===== src/ftms_pkg.sv =====
// ftms_pkg: widths, codes, event and phase types, timer and duty helpers
// shared by the force-triggered tapping motor sequencer modules
// no dependencies
`default_nettype none

package ftms_pkg;

  localparam int DUTY_BITS  = 10;
  localparam int TIMER_BITS = 16;

  localparam int RAW_W      = 24;
  localparam int TARE_W     = 25;
  localparam int FORCE_W    = 23;
  localparam int DUTY_OUT_W = 11;
  localparam int LIMIT_W    = 16;
  localparam int LIVE_W     = 28;
  localparam int PHASE_W    = 3;
  localparam int OPC_W      = 2;
  localparam int CFG_IDX_W  = 3;
  localparam int CFG_DATA_W = 25;

  localparam int SAT_W  = (TIMER_BITS + 3 > LIMIT_W) ? TIMER_BITS + 3 : LIMIT_W;
  localparam int DUTY_W = (DUTY_BITS + 1 > DUTY_OUT_W) ? DUTY_BITS + 1 : DUTY_OUT_W;

  localparam logic [SAT_W-1:0]  TIMER_MAX_W = SAT_W'((64'd1 << TIMER_BITS) - 64'd1);
  localparam logic [DUTY_W-1:0] DUTY_MAX_W  = DUTY_W'(64'd1 << DUTY_BITS);

  localparam logic [RAW_W-1:0]  OFFSET_FLIP = RAW_W'(24'h800000);
  localparam logic [LIVE_W-1:0] ADC_ZERO    = LIVE_W'(8000000);

  localparam int QUEUE_DEPTH = 4;
  localparam int QPTR_W      = 2;

  localparam logic [OPC_W-1:0] OPC_SAMPLE = 2'd0;
  localparam logic [OPC_W-1:0] OPC_TICK   = 2'd1;
  localparam logic [OPC_W-1:0] OPC_EDGE   = 2'd2;

  localparam logic [CFG_IDX_W-1:0] CFG_TARE      = 3'd0;
  localparam logic [CFG_IDX_W-1:0] CFG_DEAD_BAND = 3'd1;
  localparam logic [CFG_IDX_W-1:0] CFG_FULL_THR  = 3'd2;
  localparam logic [CFG_IDX_W-1:0] CFG_CREEP     = 3'd3;
  localparam logic [CFG_IDX_W-1:0] CFG_FULL_DUTY = 3'd4;
  localparam logic [CFG_IDX_W-1:0] CFG_FWD_LIMIT = 3'd5;
  localparam logic [CFG_IDX_W-1:0] CFG_REV_LIMIT = 3'd6;

  typedef enum logic [PHASE_W-1:0] {
    PH_IDLE    = 3'd0,
    PH_SETTLE  = 3'd1,
    PH_WATCH   = 3'd2,
    PH_GAP     = 3'd3,
    PH_FULL    = 3'd4,
    PH_COAST   = 3'd5,
    PH_REVERSE = 3'd6,
    PH_PAUSE   = 3'd7
  } phase_e;

  typedef enum logic [1:0] {
    EV_SAMPLE = 2'd0,
    EV_TICK   = 2'd1,
    EV_EDGE   = 2'd2,
    EV_HOLD   = 2'd3
  } ev_kind_e;

  typedef struct packed {
    ev_kind_e kind;
    logic     pos;
    logic     neg;
    logic     above;
  } event_t;

  function automatic logic [TIMER_BITS-1:0] sat_timer(input logic [SAT_W-1:0] v);
    if (v > TIMER_MAX_W) begin
      return TIMER_MAX_W[TIMER_BITS-1:0];
    end
    return v[TIMER_BITS-1:0];
  endfunction

  function automatic logic [DUTY_OUT_W-1:0] clamp_duty(input logic [DUTY_OUT_W-1:0] d);
    logic [DUTY_W-1:0] dx;
    dx = DUTY_W'(d);
    if (dx > DUTY_MAX_W) begin
      return DUTY_MAX_W[DUTY_OUT_W-1:0];
    end
    return d;
  endfunction

  localparam logic [TIMER_BITS-1:0] SETTLE_T = sat_timer(SAT_W'(500));
  localparam logic [TIMER_BITS-1:0] COAST_T  = sat_timer(SAT_W'(100));
  localparam logic [TIMER_BITS-1:0] GAP_T    = sat_timer(SAT_W'(28));
  localparam logic [TIMER_BITS-1:0] PAUSE_T  = sat_timer(SAT_W'(400));
  localparam logic [TIMER_BITS-1:0] TIMER_MAX_T = TIMER_MAX_W[TIMER_BITS-1:0];

endpackage

`default_nettype wire


===== src/ftms_front.sv =====
// ftms_front: input stage; converts load samples to live force and
// classifies each event before it enters the queue. uses ftms_pkg
`default_nettype none

module ftms_front (
  input  wire logic                            clk_i,
  input  wire logic                            rst_ni,
  input  wire logic                            in_valid_i,
  output logic                                 in_ready_o,
  input  wire logic [ftms_pkg::OPC_W-1:0]      opcode_i,
  input  wire logic [ftms_pkg::RAW_W-1:0]      raw_sample_i,
  input  wire logic signed [ftms_pkg::TARE_W-1:0] tare_offset_i,
  input  wire logic [ftms_pkg::FORCE_W-1:0]    dead_band_i,
  input  wire logic [ftms_pkg::FORCE_W-1:0]    full_threshold_i,
  output logic                                 q_push_o,
  output ftms_pkg::event_t                     q_event_o,
  input  wire logic                            q_full_i
);
  import ftms_pkg::*;

  logic                     s1_valid_q, s1_valid_d;
  ev_kind_e                 s1_kind_q, kind_dec;
  logic signed [LIVE_W-1:0] s1_live_q, live_d;
  logic [RAW_W-1:0]         flipped;
  logic                     accept;

  assign in_ready_o = !s1_valid_q || !q_full_i;
  assign accept     = in_valid_i && in_ready_o;
  assign q_push_o   = s1_valid_q && !q_full_i;
  assign s1_valid_d = accept ? 1'b1 : (q_push_o ? 1'b0 : s1_valid_q);

  assign flipped = raw_sample_i ^ OFFSET_FLIP;
  assign live_d  = $signed(LIVE_W'(flipped)) - $signed(ADC_ZERO)
                   - LIVE_W'(tare_offset_i) - $signed(LIVE_W'(dead_band_i));

  always_comb begin
    unique case (opcode_i)
      OPC_SAMPLE: kind_dec = EV_SAMPLE;
      OPC_TICK:   kind_dec = EV_TICK;
      OPC_EDGE:   kind_dec = EV_EDGE;
      default:    kind_dec = EV_HOLD;
    endcase
  end

  always_ff @(posedge clk_i or negedge rst_ni) begin
    if (!rst_ni) begin
      s1_valid_q <= 1'b0;
    end else begin
      s1_valid_q <= s1_valid_d;
    end
  end

  always_ff @(posedge clk_i) begin
    if (accept) begin
      s1_kind_q <= kind_dec;
      s1_live_q <= live_d;
    end
  end

  // sign tests and threshold compare on the registered force
  always_comb begin
    q_event_o.kind  = s1_kind_q;
    q_event_o.neg   = s1_live_q[LIVE_W-1];
    q_event_o.pos   = !s1_live_q[LIVE_W-1] && (s1_live_q != '0);
    q_event_o.above = s1_live_q > $signed(LIVE_W'(full_threshold_i));
  end

endmodule

`default_nettype wire


===== src/ftms_queue.sv =====
// ftms_queue: short flop-based event queue between front and back
// uses ftms_pkg
`default_nettype none

module ftms_queue (
  input  wire logic             clk_i,
  input  wire logic             rst_ni,
  input  wire logic             push_i,
  input  ftms_pkg::event_t      event_i,
  output logic                  full_o,
  input  wire logic             pop_i,
  output logic                  empty_o,
  output ftms_pkg::event_t      event_o
);
  import ftms_pkg::*;

  event_t              entries_q [QUEUE_DEPTH];
  logic [QPTR_W-1:0]   wr_ptr_q, rd_ptr_q;
  logic [QPTR_W:0]     count_q;

  assign full_o  = (count_q == (QPTR_W + 1)'(QUEUE_DEPTH));
  assign empty_o = (count_q == '0);
  assign event_o = entries_q[rd_ptr_q];

  always_ff @(posedge clk_i or negedge rst_ni) begin
    if (!rst_ni) begin
      wr_ptr_q <= '0;
      rd_ptr_q <= '0;
      count_q  <= '0;
    end else begin
      if (push_i) begin
        wr_ptr_q <= wr_ptr_q + 1'b1;
      end
      if (pop_i) begin
        rd_ptr_q <= rd_ptr_q + 1'b1;
      end
      if (push_i && !pop_i) begin
        count_q <= count_q + 1'b1;
      end else if (pop_i && !push_i) begin
        count_q <= count_q - 1'b1;
      end
    end
  end

  always_ff @(posedge clk_i) begin
    if (push_i) begin
      entries_q[wr_ptr_q] <= event_i;
    end
  end

endmodule

`default_nettype wire


===== src/ftms_back.sv =====
// ftms_back: phase sequencer; executes queued events and holds the
// result register. uses ftms_pkg
`default_nettype none

module ftms_back (
  input  wire logic                              clk_i,
  input  wire logic                              rst_ni,
  input  wire logic                              q_empty_i,
  input  ftms_pkg::event_t                       q_event_i,
  output logic                                   q_pop_o,
  input  wire logic [ftms_pkg::DUTY_OUT_W-1:0]   creep_duty_i,
  input  wire logic [ftms_pkg::DUTY_OUT_W-1:0]   full_duty_i,
  input  wire logic [ftms_pkg::LIMIT_W-1:0]      fwd_limit_i,
  input  wire logic [ftms_pkg::LIMIT_W-1:0]      rev_limit_i,
  output logic                                   out_valid_o,
  input  wire logic                              out_ready_i,
  output logic [ftms_pkg::DUTY_OUT_W-1:0]        drive_forward_o,
  output logic [ftms_pkg::DUTY_OUT_W-1:0]        drive_reverse_o,
  output logic [ftms_pkg::PHASE_W-1:0]           phase_o
);
  import ftms_pkg::*;

  phase_e                  phase_q, phase_d;
  logic [TIMER_BITS-1:0]   cd_q, cd_d, fe_q, fe_d, rev_len_q, rev_len_d;
  logic                    edge_q, edge_d, out_valid_q, out_valid_d;
  logic [DUTY_OUT_W-1:0]   fwd_q, fwd_d, rev_q, rev_d;
  logic [TIMER_BITS-1:0]   full_load, cd_dec, fe_inc;
  logic [SAT_W-1:0]        rev_scaled, rev_min;

  assign q_pop_o     = !q_empty_i && (!out_valid_q || out_ready_i);
  assign out_valid_d = q_pop_o ? 1'b1 : (out_ready_i ? 1'b0 : out_valid_q);

  assign out_valid_o     = out_valid_q;
  assign drive_forward_o = fwd_q;
  assign drive_reverse_o = rev_q;
  assign phase_o         = phase_q;

  // reverse length from frozen forward time: min(limit, elapsed*10/8)
  assign rev_scaled = (SAT_W'(fe_q) + (SAT_W'(fe_q) << 2)) >> 2;
  assign rev_min    = (rev_scaled < SAT_W'(rev_limit_i)) ? rev_scaled : SAT_W'(rev_limit_i);
  assign rev_len_d  = sat_timer(rev_min);

  assign full_load = sat_timer(SAT_W'(fwd_limit_i));
  assign cd_dec    = (cd_q != '0) ? cd_q - 1'b1 : cd_q;
  assign fe_inc    = (fe_q != TIMER_MAX_T) ? fe_q + 1'b1 : fe_q;

  always_comb begin
    phase_d = phase_q;
    cd_d    = cd_q;
    fe_d    = fe_q;
    edge_d  = edge_q;
    fwd_d   = fwd_q;
    rev_d   = rev_q;
    if (q_pop_o) begin
      unique case (q_event_i.kind)
        EV_SAMPLE: begin
          if (phase_q == PH_IDLE) begin
            if (q_event_i.pos) begin
              fwd_d   = clamp_duty(creep_duty_i);
              rev_d   = '0;
              phase_d = PH_SETTLE;
              cd_d    = SETTLE_T;
            end
          end else if (phase_q == PH_WATCH) begin
            if (q_event_i.neg) begin
              fwd_d   = '0;
              phase_d = PH_IDLE;
            end else if (q_event_i.above) begin
              fe_d = '0;
              if (edge_q || (full_load == '0)) begin
                edge_d  = 1'b0;
                fwd_d   = '0;
                phase_d = PH_COAST;
                cd_d    = COAST_T;
              end else begin
                fwd_d   = clamp_duty(full_duty_i);
                phase_d = PH_FULL;
                cd_d    = full_load;
              end
            end else begin
              phase_d = PH_GAP;
              cd_d    = GAP_T;
            end
          end
        end
        EV_TICK: begin
          if (phase_q != PH_IDLE && phase_q != PH_WATCH) begin
            if (phase_q == PH_FULL) begin
              fe_d = fe_inc;
            end
            cd_d = cd_dec;
            if (cd_dec == '0) begin
              unique case (phase_q) inside
                PH_SETTLE, PH_GAP: phase_d = PH_WATCH;
                PH_FULL: begin
                  fwd_d   = '0;
                  phase_d = PH_COAST;
                  cd_d    = COAST_T;
                end
                PH_COAST: begin
                  if (rev_len_q == '0) begin
                    rev_d   = '0;
                    phase_d = PH_PAUSE;
                    cd_d    = PAUSE_T;
                  end else begin
                    rev_d   = clamp_duty(full_duty_i);
                    phase_d = PH_REVERSE;
                    cd_d    = rev_len_q;
                  end
                end
                PH_REVERSE: begin
                  rev_d   = '0;
                  phase_d = PH_PAUSE;
                  cd_d    = PAUSE_T;
                end
                default: phase_d = PH_IDLE;
              endcase
            end
          end
        end
        EV_EDGE: begin
          if (phase_q == PH_FULL) begin
            edge_d  = 1'b0;
            fwd_d   = '0;
            phase_d = PH_COAST;
            cd_d    = COAST_T;
          end else begin
            edge_d = 1'b1;
          end
        end
        default: ;
      endcase
    end
  end

  always_ff @(posedge clk_i or negedge rst_ni) begin
    if (!rst_ni) begin
      phase_q     <= PH_IDLE;
      cd_q        <= '0;
      fe_q        <= '0;
      edge_q      <= 1'b0;
      fwd_q       <= '0;
      rev_q       <= '0;
      out_valid_q <= 1'b0;
      rev_len_q   <= '0;
    end else begin
      phase_q     <= phase_d;
      cd_q        <= cd_d;
      fe_q        <= fe_d;
      edge_q      <= edge_d;
      fwd_q       <= fwd_d;
      rev_q       <= rev_d;
      out_valid_q <= out_valid_d;
      rev_len_q   <= rev_len_d;
    end
  end

endmodule

`default_nettype wire


===== src/force_triggered_tapping_motor_sequencer_core.sv =====
// force_triggered_tapping_motor_sequencer_core: top level with config registers,
// front stage, event queue and phase sequencer. uses ftms_pkg, ftms_front,
// ftms_queue, ftms_back
//
//   channel  | handshake             | payload
//   ---------+-----------------------+-----------------------------------------
//   in       | in_valid_i/in_ready_o | opcode_i, raw_sample_i
//   out      | out_valid_o/out_ready_i | drive_forward_o, drive_reverse_o, phase_o
//   cfg      | cfg_we_i              | cfg_idx_i, cfg_data_i
//
// one event per cycle sustained while out_ready_i is held high; an input transfer is registered
// in the force subtract stage, then written into the queue, then loads the sequencer result register
// the 4-entry queue lets the input side keep going while a result waits
// reset puts the sequencer in idle with zero drive and registers at defaults
`default_nettype none

module force_triggered_tapping_motor_sequencer_core (
  input  wire logic                              clk_i,
  input  wire logic                              rst_ni,
  input  wire logic                              in_valid_i,
  output logic                                   in_ready_o,
  input  wire logic [ftms_pkg::OPC_W-1:0]        opcode_i,
  input  wire logic [ftms_pkg::RAW_W-1:0]        raw_sample_i,
  output logic                                   out_valid_o,
  input  wire logic                              out_ready_i,
  output logic [ftms_pkg::DUTY_OUT_W-1:0]        drive_forward_o,
  output logic [ftms_pkg::DUTY_OUT_W-1:0]        drive_reverse_o,
  output logic [ftms_pkg::PHASE_W-1:0]           phase_o,
  input  wire logic                              cfg_we_i,
  input  wire logic [ftms_pkg::CFG_IDX_W-1:0]    cfg_idx_i,
  input  wire logic [ftms_pkg::CFG_DATA_W-1:0]   cfg_data_i
);
  import ftms_pkg::*;

  logic signed [TARE_W-1:0] tare_q;
  logic [FORCE_W-1:0]       dead_band_q, full_thr_q;
  logic [DUTY_OUT_W-1:0]    creep_q, full_duty_q;
  logic [LIMIT_W-1:0]       fwd_limit_q, rev_limit_q;

  logic   q_push, q_full, q_pop, q_empty;
  event_t push_event, pop_event;

  always_ff @(posedge clk_i or negedge rst_ni) begin
    if (!rst_ni) begin
      tare_q      <= '0;
      dead_band_q <= FORCE_W'(10000);
      full_thr_q  <= FORCE_W'(25000);
      creep_q     <= DUTY_OUT_W'(1 << 5);
      full_duty_q <= DUTY_MAX_W[DUTY_OUT_W-1:0];
      fwd_limit_q <= LIMIT_W'(39 * 8);
      rev_limit_q <= LIMIT_W'(39 * 10);
    end else if (cfg_we_i) begin
      unique case (cfg_idx_i)
        CFG_TARE:      tare_q      <= $signed(cfg_data_i[TARE_W-1:0]);
        CFG_DEAD_BAND: dead_band_q <= cfg_data_i[FORCE_W-1:0];
        CFG_FULL_THR:  full_thr_q  <= cfg_data_i[FORCE_W-1:0];
        CFG_CREEP:     creep_q     <= cfg_data_i[DUTY_OUT_W-1:0];
        CFG_FULL_DUTY: full_duty_q <= cfg_data_i[DUTY_OUT_W-1:0];
        CFG_FWD_LIMIT: fwd_limit_q <= cfg_data_i[LIMIT_W-1:0];
        CFG_REV_LIMIT: rev_limit_q <= cfg_data_i[LIMIT_W-1:0];
        default: ;
      endcase
    end
  end

  ftms_front u_front (
    .clk_i            (clk_i),
    .rst_ni           (rst_ni),
    .in_valid_i       (in_valid_i),
    .in_ready_o       (in_ready_o),
    .opcode_i         (opcode_i),
    .raw_sample_i     (raw_sample_i),
    .tare_offset_i    (tare_q),
    .dead_band_i      (dead_band_q),
    .full_threshold_i (full_thr_q),
    .q_push_o         (q_push),
    .q_event_o        (push_event),
    .q_full_i         (q_full)
  );

  ftms_queue u_queue (
    .clk_i   (clk_i),
    .rst_ni  (rst_ni),
    .push_i  (q_push),
    .event_i (push_event),
    .full_o  (q_full),
    .pop_i   (q_pop),
    .empty_o (q_empty),
    .event_o (pop_event)
  );

  ftms_back u_back (
    .clk_i           (clk_i),
    .rst_ni          (rst_ni),
    .q_empty_i       (q_empty),
    .q_event_i       (pop_event),
    .q_pop_o         (q_pop),
    .creep_duty_i    (creep_q),
    .full_duty_i     (full_duty_q),
    .fwd_limit_i     (fwd_limit_q),
    .rev_limit_i     (rev_limit_q),
    .out_valid_o     (out_valid_o),
    .out_ready_i     (out_ready_i),
    .drive_forward_o (drive_forward_o),
    .drive_reverse_o (drive_reverse_o),
    .phase_o         (phase_o)
  );

endmodule

`default_nettype wire


===== config.mk =====
export PLATFORM = sky130hd
export DESIGN_NAME = force_triggered_tapping_motor_sequencer_core
export DESIGN_NICKNAME = d
export VERILOG_FILES = /design/src/ftms_pkg.sv /design/src/ftms_front.sv /design/src/ftms_queue.sv /design/src/ftms_back.sv /design/src/force_triggered_tapping_motor_sequencer_core.sv
export SDC_FILE = /design/constraint.sdc
export NUM_CORES = 1
export LEC_CHECK = 0
export BUFFER_PORTS_ARGS = -buffer_cell sky130_fd_sc_hd__buf_2
export CORE_ASPECT_RATIO = 1.5
export CORE_MARGIN = 2
export CORE_UTILIZATION = 60
export CTS_CLUSTER_DIAMETER = 150
export DETAILED_ROUTE_END_ITERATION = 6
export PLACE_DENSITY = 0.79
export SETUP_SLACK_MARGIN = 0.4
export SLEW_MARGIN = 20
export SYNTH_ARGS = -nofsm -noshare
export SYNTH_HDL_FRONTEND = slang
export SYNTH_SLANG_ARGS = --single-unit
export TNS_END_PERCENT = 30

===== constraint.sdc =====
create_clock -name clk_i -period 10.8 [get_ports clk_i]
set_clock_uncertainty 0.2 [all_clocks]
set_input_delay 3.24 -clock clk_i [delete_from_list [all_inputs] [get_ports clk_i]]
set_output_delay 3.24 -clock clk_i [all_outputs]
set_load 0.01 [all_outputs]

==> impl_metrics.json <==
{
  "n_antenna_cell": 0,
  "ys_warn_count": 0,
  "dr.pass1.iters": 5,
  "relSlewSlack_pct": 33.69,
  "avgRoutedWirePerCell_um": 18.69,
  "wirelength_um": 37320,
  "p_leak_nw": 7.869,
  "worstPathArrival_ns": 7.96,
  "synthArstFlopShare_pct": 80.62,
  "crit_slowest_cell": "a2111oi_0",
  "clkTransAtPathRegs_ns": 0.06,
  "grt_usage_pct": 28.10,
  "clockPowerShare_pct": 20.0,
  "p_int_mw": 2.616,
  "tightest_slew_ns": 0.9894,
  "status": "finished clean",
  "crit_chain": "buf_2 -> inv_1 -> ha_1 -> inv_1 -> fa_1 -> a21oi_1 -> o21bai_1 -> nand2_1 -> nand2b_1 -> a21oi_1 -> o21bai_1 -> a21oi_1 -> xnor2_1 -> ha_1 -> a21o_1 -> a21o_1 -> a21oi_1 -> o32ai_1 -> a211oi_1 -> a21oi_1 -> a2111oi_0 -> nand3b_1 -> xnor2_1",
  "drive_gt1_share_pct": 16.53,
  "syn_area_um2": 15570,
  "placed_cell_area_um2": 16310,
  "critical_path_class": "in -> reg",
  "cts_setup_buffers": 0,
  "ir_drop_mv": 0.1556,
  "r2r_end": "u_front.s1_live_q[25]$_DFFE_PP_",
  "fin_nets": 1822,
  "ctsRootBufferMaster": "clkbuf_16",
  "drcViolationCount": 0,
  "cts_buffers": 25,
  "synth_flop_cell": "dfrtp_1",
  "clock.fmax_mhz": 126.6,
  "synth_fp_nets": 1749,
  "syn2layout_area_growth_pct": 9.967,
  "p_sw_share_pct": 40.11,
  "r2r_cells": 21,
  "nFillCells": 2023,
  "hold-path-cell-count": 2,
  "cts_hold_buffers": 0,
  "synth-seq-area-share_pct": 43.25,
  "powerDensity_nw_per_um2": 255.1,
  "cts_tree": "done",
  "antenna_found_initial": 0,
  "regArea_um2": 6733,
  "viasPerCell": 6.080,
  "place_hpwl_um": 27830,
  "pre_cts_ws_ns": 2.556,
  "critPathLaunch": "raw_sample_i[0]",
  "final_cell_area_um2": 17120,
  "place.gp.congestion": 0.9305,
  "finalMaxSlewViolations": 0,
  "io_buffer_count": 85,
  "whs_endpoint": "u_back.out_valid_o$_DFFE_PN0P_",
  "antenna_left": 0,
  "crit_path_max_fanout": 5,
  "postSynthAreaPerCell_um2": 9.896,
  "ys_seq_elements": 258,
  "cts-resized-gates": 0,
  "fin_crit_sh_pct": 73.11,
  "grt_pass1_vias": 12210,
  "grt_max_degree": 79,
  "insertion_delay_ns": 0.54,
  "power.net_switching_mw": 1.752,
  "floorplan.initialDensity_pct": 60.63,
  "rsz0062_at_grt": "false",
  "combPwrFrac_pct": 45.3,
  "crit_top_cell": "a21oi_1",
  "cts_sinks": 258,
  "pin_count": 86,
  "crit_path_start_kind": "input pin",
  "r2r-start": "tare_q[0]$_DFFE_PN0P_",
  "min_period_ns": 7.896,
  "fin_setup_tns_ns": 0,
  "grt_pass1_wl_um": 61370,
  "min-delay-start": "u_back.out_valid_o$_DFFE_PN0P_",
  "die_w_um": 135.5,
  "required_ns": 10.87,
  "hold_class": "reg -> reg",
  "power_frac_seq_pct": 34.7,
  "rrSetupSlack_ns": 5.41,
  "multi_input_area_um2": 8152,
  "yosysUniqueCellTypes": 87,
  "synth_edf_count": 50,
  "rows": 72,
  "worst_slack_ns": 2.904,
  "die_h_um": 201.3,
  "final_cell_mix": "dfrtp_1 (187), nand2_1 (133), o21ai_0 (131), inv_1 (130), ha_1 (113)",
  "final_cells": 1997,
  "ctsHtreeMaxLevel": 1,
  "fin_util_pct": 66.67,
  "maxCapViolCount": 0,
  "layout_commonest_cell": "dfrtp_1",
  "dp_cells": 1952,
  "grt_overflow": 0,
  "synthCells": 1573,
  "die-area_um2": 27280,
  "finalHoldViolations": 0,
  "core_um2": 25670,
  "num_vias": 12140,
  "clock_path_buffers": 3,
  "setup-violations-final": 0,
  "first_iter_violations": 825,
  "cpPeakStageDelay_ns": 0.60,
  "cp-end-kind": "flip-flop"
}
-- synthesized netlist by cell type, types with 5 or more instances --
cell type    n  share of area [%]
buf_2        7               0.23
xnor2_1     52                2.9
a211o_1      5               0.28
dfstp_2     21                3.5
mux2_2      77                5.6
and3_1      13               0.52
a22o_1      23                1.3
a21o_1      47                2.3
nand4_1     17               0.68
nor2_1     101                2.4
dfrtp_1    187                 30
edfxtp_1    50                9.6
nor4_1      23               0.92
nor3_1      32                1.0
nand4b_1     5               0.28
inv_1      130                3.1
a21oi_1     93                3.0
clkbuf_1    39               0.94
a211oi_1     7               0.34
o21ai_0    131                4.2
o31ai_1      9               0.43
mux2i_1      6               0.39
a22oi_1      6               0.29
xor2_1      28                1.6
mux2_4      10               0.96
nor2b_1     18               0.72
o21a_1      11               0.53
o22ai_1      5               0.20
ha_1       113                9.1
and2_1       9               0.36
nand2b_1    27                1.1
a31oi_1     12               0.48
nand3_1     27               0.87
mux4_2       5               0.72
nand2_1    133                3.2
-- area by class of cell --
type	instances	share of cell area [%]
timing repair buffer	96	3.019
sequential	258	39.33
clock buffer	33	4.181
tap	333	2.434
clock inverter	12	0.5628
inverter	130	2.851
multi-input combinational	1135	47.62
-- how the worst max path moves through the flow --
stage                                       to  slack [ns]  depth (start not counted)
4_1_cts        u_front.s1_live_q[25]$_DFFE_PP_        3.03                         23
3_3_place_gp   u_front.s1_live_q[25]$_DFFE_PP_        2.71                         23
3_5_place_dp   u_front.s1_live_q[25]$_DFFE_PP_        2.56                         23
2_1_floorplan  u_front.s1_live_q[25]$_DFFE_PP_        3.26                         22
5_1_grt        u_front.s1_live_q[25]$_DFFE_PP_        2.56                         23
6_report       u_front.s1_live_q[25]$_DFFE_PP_        2.90                         23
-- metal layers --
layer  global-route usage, %  vias up  wire length (µm)
met4                   11.90        0              1503
met3                   3.225       88              1450
met2                   52.23      348             19990
li1                        -     5777                 -
met1                   32.19     5928             14380
met5                       0        -                 0
-- cells by family after synthesis --
family / Yosys count / share of synthesized area [%]
flops: 258 / 43.25
buf+inv: 180 / 4.477
mux: 98 / 7.644
fa+ha+maj: 117 / 9.597
compound gates: 404 / 16.47
xor+xnor: 81 / 4.606
simple gates: 435 / 13.95
-- metrics by stage --
step / power [mW] / hold slack [ns]
detailed placement: 3.467 / 0.2745
global placement: 3.401 / 0.2695
finish: 4.367 / 0.2830
global route: 4.674 / 0.3177
CTS: 4.357 / 0.2892
floorplan: 2.971 / 0.2587
-- registers in the layout, indices dropped and copies added, names as in the netlist, 20 cells and up --
| register | flops |
|---|---|
| u_front.s1_live_q | 28 |
| tare_q | 25 |
| dead_band_q | 23 |
| full_thr_q | 23 |
| u_queue.entries_q | 20 |
-- power by group through the flow --
| stage | logic, mW | clock network, mW | registers [mW] |
|---|---|---|---|
| after floorplan | 1.53 | 0 | 1.44 |
| after global placement | 1.89 | 0 | 1.52 |
| after detailed placement | 1.94 | 0 | 1.53 |
| after CTS | 1.96 | 0.890 | 1.51 |
| after global routing | 2.20 | 0.929 | 1.54 |
| final | 1.98 | 0.874 | 1.52 |
-- critical path, delay by kind of cell --
family / cells / cell delay (ns)
buf+inv: 3 / 0.21
xor+xnor: 2 / 0.33
compound gates: 12 / 2.84
simple gates: 3 / 0.43
fa+ha+maj: 3 / 0.90
Power figures use the tool's default switching activity.
